==> src/design/mcr_pkg.sv <==
// ----------------------------------------------------------------------------
// mcr_pkg
// Shared widths, types and state codes for the midpoint circle rasterizer.
// ----------------------------------------------------------------------------
package mcr_pkg;

  localparam int COORD_W        = 11;  // center coordinate, signed
  localparam int OUT_W          = 12;  // output coordinate, signed
  localparam int RAD_W          = 7;   // radius and x/y offsets, unsigned
  localparam int DEC_W          = 10;  // decision variable, two's complement
  localparam int STEP_LIMIT     = 64;  // results per circle, hard cap
  localparam int CNT_W          = $clog2(STEP_LIMIT);
  localparam int MAX_RADIUS_DEF = 80;

  typedef enum logic [0:0] {
    ST_IDLE,
    ST_RUN
  } mcr_state_t;

  typedef struct packed {
    logic load;   // take a new circle request
    logic step;   // emit one result and advance the decision walk
  } mcr_cmd_t;

  typedef struct packed {
    logic last;   // the step being taken now is the final one
  } mcr_status_t;

  typedef struct packed {
    logic signed [OUT_W-1:0] col_plus_x;
    logic signed [OUT_W-1:0] col_minus_x;
    logic signed [OUT_W-1:0] col_plus_y;
    logic signed [OUT_W-1:0] col_minus_y;
    logic signed [OUT_W-1:0] row_plus_x;
    logic signed [OUT_W-1:0] row_minus_x;
    logic signed [OUT_W-1:0] row_plus_y;
    logic signed [OUT_W-1:0] row_minus_y;
    logic                    last_step;
  } mcr_result_t;

endpackage

==> src/design/mcr_ifs.sv <==
// ----------------------------------------------------------------------------
// mcr_ifs
// Valid/ready channel interfaces for circle requests and octant results.
// ----------------------------------------------------------------------------
interface mcr_req_if;
  logic                                 valid;
  logic                                 ready;
  logic signed [mcr_pkg::COORD_W-1:0]   center_col;
  logic signed [mcr_pkg::COORD_W-1:0]   center_row;
  logic        [mcr_pkg::RAD_W-1:0]     radius;

  modport source (output valid, center_col, center_row, radius, input ready);
  modport sink   (input valid, center_col, center_row, radius, output ready);
endinterface

interface mcr_res_if;
  logic                               valid;
  logic                               ready;
  logic signed [mcr_pkg::OUT_W-1:0]   col_plus_x;
  logic signed [mcr_pkg::OUT_W-1:0]   col_minus_x;
  logic signed [mcr_pkg::OUT_W-1:0]   col_plus_y;
  logic signed [mcr_pkg::OUT_W-1:0]   col_minus_y;
  logic signed [mcr_pkg::OUT_W-1:0]   row_plus_x;
  logic signed [mcr_pkg::OUT_W-1:0]   row_minus_x;
  logic signed [mcr_pkg::OUT_W-1:0]   row_plus_y;
  logic signed [mcr_pkg::OUT_W-1:0]   row_minus_y;
  logic                               last_step;

  modport source (output valid, col_plus_x, col_minus_x, col_plus_y, col_minus_y,
                  row_plus_x, row_minus_x, row_plus_y, row_minus_y, last_step,
                  input ready);
  modport sink   (input valid, col_plus_x, col_minus_x, col_plus_y, col_minus_y,
                  row_plus_x, row_minus_x, row_plus_y, row_minus_y, last_step,
                  output ready);
endinterface

==> src/design/midpoint_circle_rasterizer.sv <==
// ----------------------------------------------------------------------------
// midpoint_circle_rasterizer
// Walks the midpoint circle decision variable and emits one beat of eight
// octant-symmetric coordinates per step.
//
//   channel  dir  handshake          payload
//   in_ch    in   valid/ready        center_col, center_row, radius
//   out_ch   out  valid/ready        8 coordinates, last_step
//
// A request is loaded into the x/y/decision registers, then the walk takes
// one step per cycle while the output slot is free: about radius/sqrt(2)+1
// steps (57 at radius 80). A new request is taken once the final step has
// been written to the output register, while that beat may still wait.
// Output stalls hold the walk; reset is synchronous and returns to idle.
// ----------------------------------------------------------------------------
module midpoint_circle_rasterizer #(
  parameter int MAX_RADIUS = mcr_pkg::MAX_RADIUS_DEF
) (
  input  logic      clk,
  input  logic      rst_n,
  mcr_req_if.sink   in_ch,
  mcr_res_if.source out_ch
);
  import mcr_pkg::*;

  mcr_cmd_t    cmd;
  mcr_status_t status;
  mcr_result_t out_item;
  logic        slot_free;

  mcr_ctrl u_ctrl (
    .clk       (clk),
    .rst_n     (rst_n),
    .in_valid  (in_ch.valid),
    .in_ready  (in_ch.ready),
    .slot_free (slot_free),
    .status    (status),
    .cmd       (cmd)
  );

  mcr_dp #(
    .MAX_RADIUS (MAX_RADIUS)
  ) u_dp (
    .clk        (clk),
    .rst_n      (rst_n),
    .cmd        (cmd),
    .status     (status),
    .slot_free  (slot_free),
    .center_col (in_ch.center_col),
    .center_row (in_ch.center_row),
    .radius     (in_ch.radius),
    .out_valid  (out_ch.valid),
    .out_ready  (out_ch.ready),
    .out_item   (out_item)
  );

  assign out_ch.col_plus_x  = out_item.col_plus_x;
  assign out_ch.col_minus_x = out_item.col_minus_x;
  assign out_ch.col_plus_y  = out_item.col_plus_y;
  assign out_ch.col_minus_y = out_item.col_minus_y;
  assign out_ch.row_plus_x  = out_item.row_plus_x;
  assign out_ch.row_minus_x = out_item.row_minus_x;
  assign out_ch.row_plus_y  = out_item.row_plus_y;
  assign out_ch.row_minus_y = out_item.row_minus_y;
  assign out_ch.last_step   = out_item.last_step;

  // a request beat always starts a walk
  a_load_busy: assert property (@(posedge clk) disable iff (!rst_n)
    cmd.load |=> !in_ch.ready)
    else $error("input ready right after a request beat");

  // the final step frees the input side
  a_last_idle: assert property (@(posedge clk) disable iff (!rst_n)
    (cmd.step && status.last) |=> in_ch.ready)
    else $error("input not ready after final step");

  // no stepping while idle
  a_step_run: assert property (@(posedge clk) disable iff (!rst_n)
    cmd.step |-> !in_ch.ready)
    else $error("step issued while idle");

  // a step always leaves a beat waiting at the output
  a_step_out: assert property (@(posedge clk) disable iff (!rst_n)
    cmd.step |=> out_ch.valid)
    else $error("step did not fill output register");

endmodule

==> src/design/mcr_ctrl.sv <==
// ----------------------------------------------------------------------------
// mcr_ctrl
// Controller: idles until a request beat, then steps the datapath once per
// free output slot until the final step of the circle.
// ----------------------------------------------------------------------------
module mcr_ctrl (
  input  logic                 clk,
  input  logic                 rst_n,
  input  logic                 in_valid,
  output logic                 in_ready,
  input  logic                 slot_free,
  input  mcr_pkg::mcr_status_t status,
  output mcr_pkg::mcr_cmd_t    cmd
);
  import mcr_pkg::*;

  mcr_state_t state_r;
  mcr_state_t state_nxt;

  always_ff @(posedge clk) begin
    if (!rst_n) begin
      state_r <= ST_IDLE;
    end else begin
      state_r <= state_nxt;
    end
  end

  always_comb begin
    state_nxt = state_r;
    case (state_r)
      ST_IDLE: begin
        if (in_valid) state_nxt = ST_RUN;
      end
      ST_RUN: begin
        if (slot_free && status.last) state_nxt = ST_IDLE;
      end
      default: state_nxt = ST_IDLE;
    endcase
  end

  always_comb begin
    in_ready = 1'b0;
    cmd      = '0;
    case (state_r)
      ST_IDLE: begin
        in_ready = 1'b1;
        cmd.load = in_valid;
      end
      ST_RUN: begin
        cmd.step = slot_free;
      end
      default: begin
        in_ready = 1'b0;
        cmd      = '0;
      end
    endcase
  end

endmodule

==> src/design/mcr_dp.sv <==
// ----------------------------------------------------------------------------
// mcr_dp
// Datapath: x/y/decision registers, the midpoint update, the eight
// symmetric coordinate adders and the output register.
// ----------------------------------------------------------------------------
module mcr_dp #(
  parameter int MAX_RADIUS = mcr_pkg::MAX_RADIUS_DEF
) (
  input  logic                                clk,
  input  logic                                rst_n,
  input  mcr_pkg::mcr_cmd_t                   cmd,
  output mcr_pkg::mcr_status_t                status,
  output logic                                slot_free,
  input  logic signed [mcr_pkg::COORD_W-1:0]  center_col,
  input  logic signed [mcr_pkg::COORD_W-1:0]  center_row,
  input  logic        [mcr_pkg::RAD_W-1:0]    radius,
  output logic                                out_valid,
  input  logic                                out_ready,
  output mcr_pkg::mcr_result_t                out_item
);
  import mcr_pkg::*;

  localparam logic [RAD_W-1:0]        RAD_CAP  = RAD_W'(MAX_RADIUS);
  localparam logic signed [DEC_W-1:0] DEC_ONE  = 1;
  localparam logic signed [DEC_W-1:0] INC_NEG  = 3;
  localparam logic signed [DEC_W-1:0] INC_POS  = 5;
  localparam logic [CNT_W-1:0]        CNT_LAST = CNT_W'(STEP_LIMIT - 1);

  logic        [RAD_W-1:0]   x_r, y_r;
  logic        [RAD_W-1:0]   x_nxt, y_nxt;
  logic signed [DEC_W-1:0]   d_r, d_nxt;
  logic signed [COORD_W-1:0] col_r, row_r;
  logic        [CNT_W-1:0]   cnt_r;
  logic                      out_valid_r;
  mcr_result_t               out_r;
  mcr_result_t               res;

  logic        [RAD_W-1:0]   r_sat;
  logic signed [DEC_W-1:0]   x_d, y_d;
  logic signed [OUT_W-1:0]   col_e, row_e, x_e, y_e;

  assign r_sat = (radius > RAD_CAP) ? RAD_CAP : radius;

  // midpoint update
  assign x_d   = signed'(DEC_W'(x_r));
  assign y_d   = signed'(DEC_W'(y_r));
  assign x_nxt = x_r + RAD_W'(1);

  always_comb begin
    if (d_r[DEC_W-1]) begin
      d_nxt = d_r + x_d + x_d + INC_NEG;
      y_nxt = y_r;
    end else begin
      d_nxt = d_r + (x_d - y_d) + (x_d - y_d) + INC_POS;
      y_nxt = y_r - RAD_W'(1);
    end
  end

  // y at zero ends the walk: y_nxt could wrap below zero
  assign status.last = (x_nxt > y_nxt) || (y_r == '0) || (cnt_r == CNT_LAST);

  // eight-way symmetry
  assign col_e = OUT_W'(col_r);
  assign row_e = OUT_W'(row_r);
  assign x_e   = signed'(OUT_W'(x_r));
  assign y_e   = signed'(OUT_W'(y_r));

  always_comb begin
    res.col_plus_x  = col_e + x_e;
    res.col_minus_x = col_e - x_e;
    res.col_plus_y  = col_e + y_e;
    res.col_minus_y = col_e - y_e;
    res.row_plus_x  = row_e + x_e;
    res.row_minus_x = row_e - x_e;
    res.row_plus_y  = row_e + y_e;
    res.row_minus_y = row_e - y_e;
    res.last_step   = status.last;
  end

  always_ff @(posedge clk) begin
    if (cmd.load) begin
      x_r   <= '0;
      y_r   <= r_sat;
      d_r   <= DEC_ONE - signed'(DEC_W'(r_sat));
      col_r <= center_col;
      row_r <= center_row;
      cnt_r <= '0;
    end else if (cmd.step) begin
      x_r   <= x_nxt;
      y_r   <= y_nxt;
      d_r   <= d_nxt;
      cnt_r <= cnt_r + CNT_W'(1);
    end
  end

  // output register: refilled on a step, emptied by a beat
  always_ff @(posedge clk) begin
    if (!rst_n) begin
      out_valid_r <= 1'b0;
    end else if (cmd.step) begin
      out_valid_r <= 1'b1;
    end else if (out_ready) begin
      out_valid_r <= 1'b0;
    end
  end

  always_ff @(posedge clk) begin
    if (cmd.step) out_r <= res;
  end

  assign slot_free = !out_valid_r || out_ready;
  assign out_valid = out_valid_r;
  assign out_item  = out_r;

endmodule

==> src/flat_wrapper.sv <==
// flat-port wrapper written by rule: the top's interface ports become plain ports
module midpoint_circle_rasterizer_flat import mcr_pkg::*;
#(
  parameter int MAX_RADIUS = mcr_pkg::MAX_RADIUS_DEF
)
  (clk, rst_n, in_ch_valid, in_ch_center_col, in_ch_center_row, in_ch_radius, in_ch_ready, out_ch_valid, out_ch_col_plus_x, out_ch_col_minus_x, out_ch_col_plus_y, out_ch_col_minus_y, out_ch_row_plus_x, out_ch_row_minus_x, out_ch_row_plus_y, out_ch_row_minus_y, out_ch_last_step, out_ch_ready);
  mcr_req_if in_ch_i ();
  mcr_res_if out_ch_i ();
  input  logic clk;
  input  logic rst_n;
  input wire logic [$bits(in_ch_i.valid)-1:0] in_ch_valid;
  input wire logic [$bits(in_ch_i.center_col)-1:0] in_ch_center_col;
  input wire logic [$bits(in_ch_i.center_row)-1:0] in_ch_center_row;
  input wire logic [$bits(in_ch_i.radius)-1:0] in_ch_radius;
  output wire logic [$bits(in_ch_i.ready)-1:0] in_ch_ready;
  output wire logic [$bits(out_ch_i.valid)-1:0] out_ch_valid;
  output wire logic [$bits(out_ch_i.col_plus_x)-1:0] out_ch_col_plus_x;
  output wire logic [$bits(out_ch_i.col_minus_x)-1:0] out_ch_col_minus_x;
  output wire logic [$bits(out_ch_i.col_plus_y)-1:0] out_ch_col_plus_y;
  output wire logic [$bits(out_ch_i.col_minus_y)-1:0] out_ch_col_minus_y;
  output wire logic [$bits(out_ch_i.row_plus_x)-1:0] out_ch_row_plus_x;
  output wire logic [$bits(out_ch_i.row_minus_x)-1:0] out_ch_row_minus_x;
  output wire logic [$bits(out_ch_i.row_plus_y)-1:0] out_ch_row_plus_y;
  output wire logic [$bits(out_ch_i.row_minus_y)-1:0] out_ch_row_minus_y;
  output wire logic [$bits(out_ch_i.last_step)-1:0] out_ch_last_step;
  input wire logic [$bits(out_ch_i.ready)-1:0] out_ch_ready;
  assign in_ch_i.valid = in_ch_valid;
  assign in_ch_i.center_col = in_ch_center_col;
  assign in_ch_i.center_row = in_ch_center_row;
  assign in_ch_i.radius = in_ch_radius;
  assign in_ch_ready = in_ch_i.ready;
  assign out_ch_valid = out_ch_i.valid;
  assign out_ch_col_plus_x = out_ch_i.col_plus_x;
  assign out_ch_col_minus_x = out_ch_i.col_minus_x;
  assign out_ch_col_plus_y = out_ch_i.col_plus_y;
  assign out_ch_col_minus_y = out_ch_i.col_minus_y;
  assign out_ch_row_plus_x = out_ch_i.row_plus_x;
  assign out_ch_row_minus_x = out_ch_i.row_minus_x;
  assign out_ch_row_plus_y = out_ch_i.row_plus_y;
  assign out_ch_row_minus_y = out_ch_i.row_minus_y;
  assign out_ch_last_step = out_ch_i.last_step;
  assign out_ch_i.ready = out_ch_ready;
  midpoint_circle_rasterizer #(.MAX_RADIUS(MAX_RADIUS)) u_core (.clk(clk), .rst_n(rst_n), .in_ch(in_ch_i), .out_ch(out_ch_i));
endmodule
==> config.mk <==
export PLATFORM = sky130hd
export DESIGN_NAME = midpoint_circle_rasterizer_flat
export DESIGN_NICKNAME = d
export VERILOG_FILES = /design/src/design/mcr_pkg.sv /design/src/design/mcr_ifs.sv /design/src/design/midpoint_circle_rasterizer.sv /design/src/design/mcr_ctrl.sv /design/src/design/mcr_dp.sv /design/src/flat_wrapper.sv
export SDC_FILE = /design/constraint.sdc
export NUM_CORES = 1
export LEC_CHECK = 0
export BUFFER_PORTS_ARGS = -buffer_cell sky130_fd_sc_hd__clkbuf_2
export CORE_UTILIZATION = 60
export CTS_BUF_LIST = sky130_fd_sc_hd__clkbuf_4 sky130_fd_sc_hd__clkbuf_8
export DETAILED_ROUTE_END_ITERATION = 8
export PLACE_DENSITY = 0.81
export SKIP_LAST_GASP = 1
export SLEW_MARGIN = 15
export SYNTH_ARGS = -nofsm -noshare
export SYNTH_HDL_FRONTEND = slang
export SYNTH_SLANG_ARGS = --single-unit
==> constraint.sdc <==
create_clock -name clk -period 4.59 [get_ports clk]
set_input_delay 0.2295 -clock clk [delete_from_list [all_inputs] [get_ports clk]]
set_output_delay 0.2295 -clock clk [all_outputs]
set_load 0.05 [all_outputs]
# Yosys cells after proc, flatten, opt, wreduce, memory -nomap -nowiden
# Cells that the tools add are included.
dict set report word_totals {
  register_bits 151
  inputBits 33
  out_inout_bits 99
  elab_cells 63
}
dict set report classes {
  addsub 19
  magnitude_cmp 2
  eq_ne 1
  mux 15
  n_bitwise 1
  reduce_logical 8
}
# operator count
set op_table {}
lappend op_table {{$add 11x8->12} 4}
lappend op_table {{$sub 11x8->12} 4}
lappend op_table {{$add 10x8->10} 4}
lappend op_table {{$mux 10} 3}
lappend op_table {{$mux 7} 4}
lappend op_table {{$add 10x3->10 const B} 1}
lappend op_table {{$add 10x4->10 const B} 1}
lappend op_table {{$sub 1x7->8 const A} 1}
lappend op_table {{$sub 7x7->8} 1}
lappend op_table {{$add 7x1->7 const B} 1}
lappend op_table {{$gt 7x7->1} 1}
lappend op_table {{$gt 7x7->1 const B} 1}
lappend op_table {{$logic_not 7->1} 1}
lappend op_table {{$mux 1} 7}
lappend op_table {{$sub 7x1->7 const B} 1}
lappend op_table {{$add 6x1->6 const B} 1}
lappend op_table {{$eq 6x6->1 const B} 1}
lappend op_table {{$reduce_bool 2->1} 2}
lappend op_table {{$logic_or 1x1->1} 3}
lappend op_table {{$pmux 1 s2} 1}
lappend op_table {{$logic_and 1x1->1} 1}
lappend op_table {{$logic_not 1->1} 1}
lappend op_table {{$not 1->1} 1}

# Logic depth before layout (Yosys ltp)
dict set report logic_depth {
  word_depth 8
  mapped_depth 16
  ltp_nobuf 16
}

# Cells and area by module
# A second synthesis with hierarchy kept.
dict set report unflattened {
  cells_unflattened 868
  area_unflattened_um2 9354.0
}
# module instances cells_per_inst area_each_um2 seq_area_each_um2
set modules_own_cells {}
lappend modules_own_cells {mcr_dp 1 862 9302.7 4244.1}
lappend modules_own_cells {mcr_ctrl 1 6 51.3 20.0}

# Worst setup path after synthesis
# Ideal clock, no wire load.
dict set report synth_timing {
  path_type {register -> register}
  start {register u_core.u_dp.out_valid_r, in the netlist u_core.u_dp.out_valid}
  end {register u_core.u_dp.out_r, in the netlist u_core.u_dp.out_item[0] (enable)}
  setup_ps 493
  arrival_time_ps 3622
  required_time_ps 4097
  path_slack_ps 475
  path_stages_with_launch 5
  path_buffers 1
  synth_period_minus_slack_ps 4115
  cell_sequence {dfxtp_1 > nand2b_1 > nand2_1 > inv_2 > buf_1}
}
# item line
set synth_rtl {}
lappend synth_rtl {{start: declaration} mcr_dp.sv:34} ;# logic out_valid_r;
lappend synth_rtl {{start signal: assignment} mcr_dp.sv:99} ;# out_valid_r <= 1'b0;
lappend synth_rtl {{start signal: assignment} mcr_dp.sv:101} ;# out_valid_r <= 1'b1;
lappend synth_rtl {{start signal: assignment} mcr_dp.sv:103} ;# out_valid_r <= 1'b0;
lappend synth_rtl {{end signal: assignment} mcr_dp.sv:108} ;# if (cmd.step) out_r <= res;
lappend synth_rtl {{end: declaration} mcr_dp.sv:35} ;# mcr_result_t out_r;

# Worst setup path in the final report
dict set report layout_timing {
  start {register u_core.u_dp.y_r[1]}
  end {register u_core.u_dp.d_r[9], data pin}
}
dict set report layout_via {
  elab_chain_cells 7
}
# item line
set layout_lines {}
lappend layout_lines {{start: declaration} mcr_dp.sv:29} ;# logic [RAD_W-1:0] x_r, y_r;
lappend layout_lines {{start signal: assignment} mcr_dp.sv:83} ;# y_r <= r_sat;
lappend layout_lines {{start signal: assignment} mcr_dp.sv:90} ;# y_r <= y_nxt;
lappend layout_lines {{$sub 7x7->8 (*)} mcr_dp.sv:54} ;# d_nxt = d_r + (x_d - y_d) + (x_d - y_d) + INC_POS;
lappend layout_lines {{$add 10x8->10} mcr_dp.sv:54}
lappend layout_lines {{$add 10x8->10 (*)} mcr_dp.sv:54}
lappend layout_lines {{$add 10x4->10 (*)} mcr_dp.sv:54}
lappend layout_lines {{$mux 10 (*)} mcr_dp.sv:50} ;# if (d_r[DEC_W-1]) begin
lappend layout_lines {{$mux 10 (*)} mcr_dp.sv:88} ;# end else if (cmd.step) begin
lappend layout_lines {{$mux 10 (*)} mcr_dp.sv:81} ;# if (cmd.load) begin
lappend layout_lines {{end signal: assignment} mcr_dp.sv:84} ;# d_r <= DEC_ONE - signed'(DEC_W'(r_sat));
lappend layout_lines {{end signal: assignment} mcr_dp.sv:91} ;# d_r <= d_nxt;
lappend layout_lines {{end: declaration} mcr_dp.sv:31} ;# logic signed [DEC_W-1:0] d_r, d_nxt;
# Every way passes the cells marked *; elsewhere a longest branch is shown, timed or not. The select of a mux whose other input is x is not followed.
# A chain may end at the register's enable or synchronous reset.

==> impl_metrics.toml <==
[outcome]
status = "complete, no violations"

[worst_setup_path]
reg2reg_from = "u_core.u_dp.y_r[1]$_DFFE_PP_"
crit_family = "compound AO/OA/AOI/OAI gates"
crit_path_end = "u_core.u_dp.d_r[9]$_DFFE_PP_"
path_cells = "inv_1 -> buf_4 -> fa_1 -> a21o_1 -> a21oi_1 -> o21bai_1 -> a21oi_1 -> xnor2_1 -> ha_1 -> ha_1 -> a2111o_1 -> o22ai_1 -> xnor2_1 -> xnor2_1 -> a221oi_2"
reg2reg_to = "u_core.u_dp.d_r[9]$_DFFE_PP_"
cp_max_fo = 8
critPathCaptureType = "register"
critPathRequiredTime_ns = 4.88
critPathLaunchType = "register"
reg2reg_slack_ns = 0.74
rr_worst_depth = 15
cp_slowest_stage_delay_ns = 0.55
crit_top_cell = "xnor2_1"
cpMaxStageDelayCell = "edfxtp_1"
cp_data_arrival_time_ns = 4.14
cp.depth = 15
path_buf_inv = 2
critPathKind = "register to register"
critPathLaunch = "u_core.u_dp.y_r[1]$_DFFE_PP_"

[sta]
timing.final.crit_period_ns = 3.85
rsz0062_at_grt = "false"
final_hold_viol_count = 0
timing.fmax_ghz = 0.260
max_slew_margin = 0.275
finClkSkew_ns = 0.0147
setup_violations = 0
timing.final.max_slew_violations = 0
tightest_slew_ns = 1.09
hold_slack_ns = 0.0502
fin_setup_tns_ns = 0
fin_crit_sh = 0.838

[global_route]
track_usage = 0.270
grt_pass1_wl_mm = 33.1
grt_antenna_before_repair = 0
grt_max_degree = 87
overflow = 0
grt_pass1_vias = 6726

[drt]
avgViaCountPerCell = 5.69
drt_pre_antenna_iters = 7
wl_per_cell_um = 17.1
remaining_drc_errors = 0
vias = 6924
postRouteAntennaNets = 0
drtIter0Drc = 531
finalWirelength_mm = 20.7

[min_path]
min_path_cells = 3
hp-class = "input port to register"

[cells_and_area]
final_net_count = 1165
final_common_cell = "edfxtp_1"
mostFrequentLayoutCells = "edfxtp_1, clkbuf_2, ha_1, inv_1, xnor2_1"
n_antenna_cell = 0
drive_above_1_share = 0.169
fillers = 1131
fin_area_um2 = 10700
synthToLayoutAreaGrowth_pct = 15.2

[synthesis]
synthArstFlopShare = 0
synth_top_cell_by_area = "edfxtp_1"
syn_inst = 869
netlist.area_leader.share = 0.426
ys_ff_latch = 147
synth_area_um2 = 9320
ys_types = 54
ys_seq_area_frac = 0.458
synth_warnings = 0
synth_area_per_cell_um2 = 10.7
syn-num-nets = 1019
synth_area_leaders = "edfxtp_1, ha_1, xnor2_1"
synthFlopType = "edfxtp_1"
synth_edf_count = 132

[place]
gp_congestion = 0.898
post_dp_cell_area_um2 = 10100
dpl.hpwl_mm = 15.2
port_buffers = 131

[clock_tree]
clockBufferDepth = 2
cts.clk_slew.worst_paths_ns = 0.09
cts-buffers-inserted = 17
root_buffer = "clkbuf_8"
ctsResizeCount = 0
cts_tree = "built"
clkSinkCount = 147
clock_latency_ns = 0.47
postCtsSetupBuffers = 0
cts_max_level = 4
postCtsHoldBufs = 23

[power]
vdd_drop_max_mv = 0.313
power_density_nw_per_um2 = 511
p_leak_nw = 4.54

[floorplanning]
die_w_um = 127
dieArea_um2 = 16000
core_area_um2 = 15200
row_count = 45
start_util = 0.613
ios = 132
die_h_um = 127

[job]
drv_cap = 0
## flip-flops by register name, indices dropped and copies added (netlist names)
signal / cells
u_core.u_dp.out_item: 93
u_core.u_ctrl.state_r: 1
u_core.u_dp.col_r: 11
u_core.u_dp.out_valid: 1
u_core.u_dp.d_r: 10
u_core.u_dp.x_r: 7
u_core.u_dp.cnt_r: 6
u_core.u_dp.y_r: 7
u_core.u_dp.row_r: 11
## cell families (layout without fill, tap and decap cells)
logic type      count (synthesis)  after routing  share of synthesized area
fa+ha+maj                     117            117                      0.166
xor+xnor                       95             95                     0.0893
mux                             5              5                    0.00564
compound gates                176            176                      0.121
buf+inv                       116            275                     0.0484
simple gates                  213            213                      0.112
flops                         147            147                      0.458
## how the worst min path moves through the flow
| stage | from | endpoint |
|---|---|---|
| after detailed placement | in_ch_center_col[1] | u_core.u_dp.col_r[1]$_DFFE_PP_ |
| after global routing | out_ch_ready | u_core.u_dp.out_valid$_SDFFE_PN0P_ |
| after global placement | in_ch_center_col[1] | u_core.u_dp.col_r[1]$_DFFE_PP_ |
| final | out_ch_ready | u_core.u_dp.out_valid$_SDFFE_PN0P_ |
| after floorplan | in_ch_center_col[0] | u_core.u_dp.col_r[0]$_DFFE_PP_ |
| after CTS | out_ch_ready | u_core.u_dp.out_valid$_SDFFE_PN0P_ |
## synthesized netlist by cell type (all sizes together) (2+ instances only)
cell / instances
nor2b: 11
nor4: 6
or2: 2
nand2: 49
nand4: 3
o21ba: 4
edfxtp: 132
a31oi: 5
a31o: 3
inv: 85
o21a: 11
and3: 10
o22ai: 3
nor2: 54
fa: 11
a21oi: 53
a21boi: 7
dfxtp: 15
o211ai: 9
nand3: 19
and2: 2
a211oi: 11
or3: 7
nand2b: 25
nor3: 20
xor2: 18
mux2i: 3
xnor2: 77
nand3b: 2
clkbuf: 22
o21bai: 3
a21o: 8
o21ai: 39
mux2: 2
buf: 9
ha: 106
o31ai: 13
## metrics by stage
stage	utilization	instances	worst slack (ns)	power, mW
final	0.706	1216	0.743	5.49
after detailed placement	0.665	1161	0.821	4.44
after floorplan	-	869	0.475	3.89
after global routing	0.706	1216	0.524	5.84
after CTS	0.706	1216	0.745	5.48
after global placement	0.665	1161	0.902	4.37
## per-layer routing
metal,GRT usage,up-vias,share of wire
li1,-,3357,-
met1,0.337,3245,0.42
met2,0.449,267,0.48
met3,0.0586,55,0.060
met4,0.130,0,0.038
met5,0,-,0
## layout make-up
type | instances | area, µm² | share of cell area
inverter | 85 | 322 | 0.0300
multi-input combinational | 606 | 4600 | 0.429
sequential | 147 | 4260 | 0.397
clock buffer | 17 | 234 | 0.0218
clock inverter | 15 | 156 | 0.0146
timing repair buffer | 158 | 916 | 0.0854
tap | 188 | 235 | 0.0219
## report_power, final
part	switching (mW)	leakage, nW	total (mW)	internal [mW]
Sequential	0.128	1.37	1.88	1.75
Combinational	1.60	2.97	2.59	0.986
Clock	0.531	0.194	1.02	0.488
Total	2.26	4.54	5.49	3.22
## worst min-delay path: stages
cell and delay, ns:
clkbuf_2 0.07, nand2b_1 0.10, a21boi_0 0.07
No activity file was read; power rests on OpenSTA's default activity.
